--- config.mk ---
export PLATFORM = sky130hd
export DESIGN_NAME = kmc_divider
export DESIGN_NICKNAME = d
export VERILOG_FILES = /design/src/hdl/kmc_pkg.sv /design/src/hdl/kmc_divider.sv
export SDC_FILE = /design/constraint.sdc
export NUM_CORES = 1
export LEC_CHECK = 0
export ABC_AREA = 1
export BUFFER_PORTS_ARGS = -buffer_cell sky130_fd_sc_hd__buf_2
export CAP_MARGIN = 20
export CORE_MARGIN = 10
export CORE_UTILIZATION = 30
export CTS_BUF_LIST = sky130_fd_sc_hd__clkbuf_8
export CTS_CLUSTER_DIAMETER = 120
export DETAILED_ROUTE_END_ITERATION = 12
export GPL_ROUTABILITY_DRIVEN = 0
export HOLD_SLACK_MARGIN = 0.15
export PLACE_DENSITY = 0.56
export SYNTH_ARGS = -nofsm -noshare
export SYNTH_HDL_FRONTEND = slang
export SYNTH_SLANG_ARGS = --single-unit
--- constraint.sdc ---
create_clock -name clk -period 3.7 [get_ports clk]
set_input_delay 0.74 -clock clk [delete_from_list [all_inputs] [get_ports clk]]
set_output_delay 0.74 -clock clk [all_outputs]
set_load 0.03 [all_outputs]
--- src/hdl/kmc_pkg.sv ---
`timescale 1ns / 1ps
`default_nettype none
// ----------------------------------------------------------------------------
// kmc_pkg: shared types and constants for the k-means cluster engine
// request codes, result codes, sequencer states and field widths
// ----------------------------------------------------------------------------
package kmc_pkg;
  localparam int MaxClusters = 32;
  localparam int MaxPoints   = 1024;
  localparam int CoordBits   = 16;
  localparam int LabelBits   = $clog2(MaxClusters);
  localparam int PointBits   = $clog2(MaxPoints);
  localparam int SumBits     = CoordBits + PointBits;
  localparam int CountBits   = PointBits + 1;
  localparam int DistBits    = 2 * (CoordBits + 1) + 2;

  typedef logic signed [CoordBits-1:0] coord_t;

  typedef enum logic [2:0] {
    REQ_STORE_POINT  = 3'd0,
    REQ_STORE_CENTER = 3'd1,
    REQ_RUN          = 3'd2,
    REQ_READ_LABEL   = 3'd3,
    REQ_READ_CENTER  = 3'd4
  } req_t;

  typedef enum logic [1:0] {
    KIND_RUN    = 2'd0,
    KIND_LABEL  = 2'd1,
    KIND_CENTER = 2'd2
  } kind_t;

  localparam logic [1:0] RegClusters = 2'd0;
  localparam logic [1:0] RegPoints   = 2'd1;
  localparam logic [1:0] RegIters    = 2'd2;

  typedef enum logic [3:0] {
    ST_IDLE, ST_RD_WAIT, ST_RESP, ST_CLR, ST_AS_RD, ST_AS_CMP, ST_AS_WR,
    ST_ACC_RD, ST_ACC_ADD, ST_UPD_RD, ST_UPD_DIV, ST_UPD_WR, ST_END
  } state_t;

  typedef struct packed {
    logic   start;
    logic   sign;
    logic [SumBits-1:0]   mag;
    logic [CountBits-1:0] den;
  } div_req_t;

  typedef struct packed {
    logic   busy;
    logic   done;
    coord_t quot;
  } div_rsp_t;
endpackage
`default_nettype wire

--- src/hdl/kmc_divider.sv ---
`timescale 1ns / 1ps
`default_nettype none
// ----------------------------------------------------------------------------
// kmc_divider: shared restoring divider
// one quotient bit per cycle, magnitude over count, sign applied at the end
// ----------------------------------------------------------------------------
module kmc_divider (
  input  wire logic              clk,
  input  wire logic              rst,
  input  wire kmc_pkg::div_req_t req,
  output kmc_pkg::div_rsp_t      rsp
);
  localparam int SB = kmc_pkg::SumBits;
  localparam int CB = kmc_pkg::CountBits;

  logic [SB-1:0]   quo;
  logic [CB:0]     rem;
  logic [CB-1:0]   den;
  logic            sign;
  logic [$clog2(SB+1)-1:0] cnt;
  logic            busy;
  logic            done;
  logic [CB:0]     trial;
  logic [SB-1:0]   q_signed;

  assign trial = {rem[CB-1:0], quo[SB-1]};

  always_ff @(posedge clk) begin
    if (rst) begin
      busy <= 1'b0;
      done <= 1'b0;
    end else begin
      done <= 1'b0;
      if (req.start) begin
        busy <= 1'b1;
        cnt  <= ($clog2(SB+1))'(SB);
        quo  <= req.mag;
        rem  <= '0;
        den  <= req.den;
        sign <= req.sign;
      end else if (busy) begin
        if (trial >= {1'b0, den}) begin
          rem <= trial - {1'b0, den};
          quo <= {quo[SB-2:0], 1'b1};
        end else begin
          rem <= trial;
          quo <= {quo[SB-2:0], 1'b0};
        end
        cnt <= cnt - 1'b1;
        if (cnt == 1) begin
          busy <= 1'b0;
          done <= 1'b1;
        end
      end
    end
  end

  assign q_signed  = sign ? (~quo + 1'b1) : quo;
  assign rsp.busy  = busy;
  assign rsp.done  = done;
  assign rsp.quot  = q_signed[kmc_pkg::CoordBits-1:0];
endmodule
`default_nettype wire
==> results.md <==
- Biggest area consumer among synthesized cells: edfxtp_1
- DP Wirelength: 6130 µm
- Die height: 128 µm
- Nets: roughly 530
- Routed WL per cell: 12.9 µm
- Total Routed Length: approximately 8000 µm
- RSZ-0062 raised after global routing: false
- Req. time, crit path: 2960 ps
- Filler cells: 1,201
- Hold Path Class: reg2reg
- Fmax: 368 MHz
- FF+latch count, synth: 56
- Post-CTS Setup Repair Bufs: 0
- Cells after Synth: 423
- Post-DRT Antenna Nets: 0
- Clk Latency, worst-skew pair: 320 ps
- Leak Pwr: 1.95 nW
- GR Util All Layers: 9.88%
- WHS: roughly 530 ps
- Clock Path Buffers: 2
- Top_reg_cell synth: edfxtp_1
- Post_cts resized: 0
- Largest net degree at the start of global routing: 47
- DR vias/cell: roughly 4.4
- Die area: about 16,000 µm²
- Status: finished, final reports clean
- Routed via count: around 2.7k
- Worst slew margin: 48.3%
- Peak supply drop: 0.181 mV
- Ys Warns: 0
- Crit start category: flip-flop
- MaxCap Viol Count: 0
- Share of the synthesized area in the top cell type: 46.7%
- First-pass GRT wire length: 13,400 µm
- I/O Buffers: 58
- Die width: between 100 and 150 µm
- Core ar.: 11,400 µm²
- CTS Sinks: between 50 and 60
- # diodes: 0
- TritonCTS buffer count: 5
- WP data arrival: 1980 ps
- Post-synthesis sequential area ratio: 47.9%
- Share of cells above drive strength 1: approximately a fifth
- Most frequent cells in the layout: nand2_1, inv_1, buf_2, edfxtp_1, nor2_1
- H-tree depth: 2
- Drt drc: 0
- CTS tree: done
- Flop2flop setup slack: roughly 1400 ps
- Crit end category: output port
- Starting Density: slightly above 30%
- Largest cells by area after synthesis: edfxtp_1, nand2_1, inv_1, ha_1, nor2_1
- Syn_nets: approximately 480
- Io pins: 59
- Pwr per Cell Area: a little under 400 nW/µm²
- Final hold violations: 0
- Fin crit period: ~2700 ps
- Vias in the first global route: between 2k and 3k
- Initial antenna violation count: 0
- Reg clk slew, reported paths: 110 ps
- Skew final: 7.29 ps
- Count of cell types in the netlist: 29
- Post-synth EDFFs: 54
- Row cnt: 39
- CTS Hold Bufs: 0
- Placed inst area: 3900 µm²
- Clock Root Buffer: clkbuf_8
- CP Class: reg2out
- Area Overhead vs Synth: 15.1%
- Period utilisation layout: between 70% and 80%
- Commonest non-fill, non-tap cell in the layout: nand2_1
- Gr ovfl total: 0
- Avg Synthesized Cell Area: 8.21 µm²
- Ys async rst share: 0%
- Final slew viol count: 0
- Final instance area: 4000 µm²
- Setup TNS: 0 ps
- Final setup viols: 0
- DR iter-0 viols: 137
- Worst-Margin Slew: 775 ps
- DRT Pass-1 Iters: 4
- Worst-path maximum fanout: 3
- Netlist Area Pre-Place: 3470 µm²
## power by group
| part | internal [W] | leakage [nW] | switching, W |
|---|---|---|---|
| clock | 0.000137 | 0.0485 | 0.000227 |
| combinational | 0.000143 | 1.37 | 0.000278 |
| sequential | 0.000754 | 0.532 | 0.0000248 |
## per-layer routing
metal	up-vias	track usage (%)	share of wire, %
li1	1457	-	-
met1	1227	12.7	49
met2	47	16.2	46
met3	8	2.61	4.1
met4	0	2.21	0.81
met5	-	0	0
## worst paths after layout
check          start  endpoint  cells past startpoint
max           quo[0]   rsp[10]                      8
min          quo[19]   quo[20]                      2
max reg2reg  quo[25]    rem[9]                     11
min reg2reg  quo[19]   quo[20]                      2
## cell usage after synthesis, types with 2 or more instances
| cell | count |
|---|---|
| nand2_2 | 2 |
| dfxtp_1 | 2 |
| a21oi_1 | 9 |
| nor2_2 | 7 |
| buf_6 | 2 |
| ha_1 | 14 |
| nand4_1 | 14 |
| buf_4 | 4 |
| nand2_1 | 126 |
| edfxtp_1 | 54 |
| nand3_2 | 4 |
| nand3_1 | 21 |
| buf_2 | 3 |
| xor2_1 | 14 |
| clkbuf_1 | 5 |
| inv_1 | 72 |
| o21ai_0 | 22 |
| nor2_1 | 37 |
## registers in the layout, indices dropped and copies added (netlist names)
signal,flops
cnt,5
quo,26
done,1
den,11
busy,1
rem,11
sign,1
## stage by stage
| step | setup WS (ps) | utilization (%) | total power (W) | std cells |
|---|---|---|---|---|
| 2_1_floorplan | 119 | - | 0.00110 | 423 |
| 3_3_place_gp | 1380 | 34.3 | 0.00121 | 613 |
| 3_5_place_dp | 1350 | 34.3 | 0.00122 | 613 |
| 4_1_cts | 966 | 35.1 | 0.00158 | 621 |
| 5_1_grt | 793 | 35.1 | 0.00166 | 621 |
| 6_report | 981 | 35.1 | 0.00156 | 621 |
## cell type report
class                           count  area, µm²  share of cell area, %
Multi-Input combinational cell    279       1460                   36.4
Inverter                           73        275                   6.89
Clock inverter                      3       22.5                  0.564
Tap cell                          143        179                   4.48
Timing Repair Buffer               62        333                   8.33
Clock buffer                        5       68.8                   1.72
Sequential cell                    56       1660                   41.6
## kinds of logic after synthesis
logic type               synth area share [%]
AO/OA/AOI/OAI                            4.90
flip-flops                               47.9
XOR/XNOR                                 3.79
adder cells (fa/ha/maj)                  5.62
AND/OR/NAND/NOR                          27.3
buffers and inverters                    10.5
## worst max-delay path, cell delays in order (launching register included)
cell and delay, ps:
edfxtp_1 420, inv_1 120, ha_1 190, nand4_1 130
nor2_1 190, nand3_1 100, nand2_1 140, xor2_1 160
buf_2 220
(Power assumes the default switching activity.)
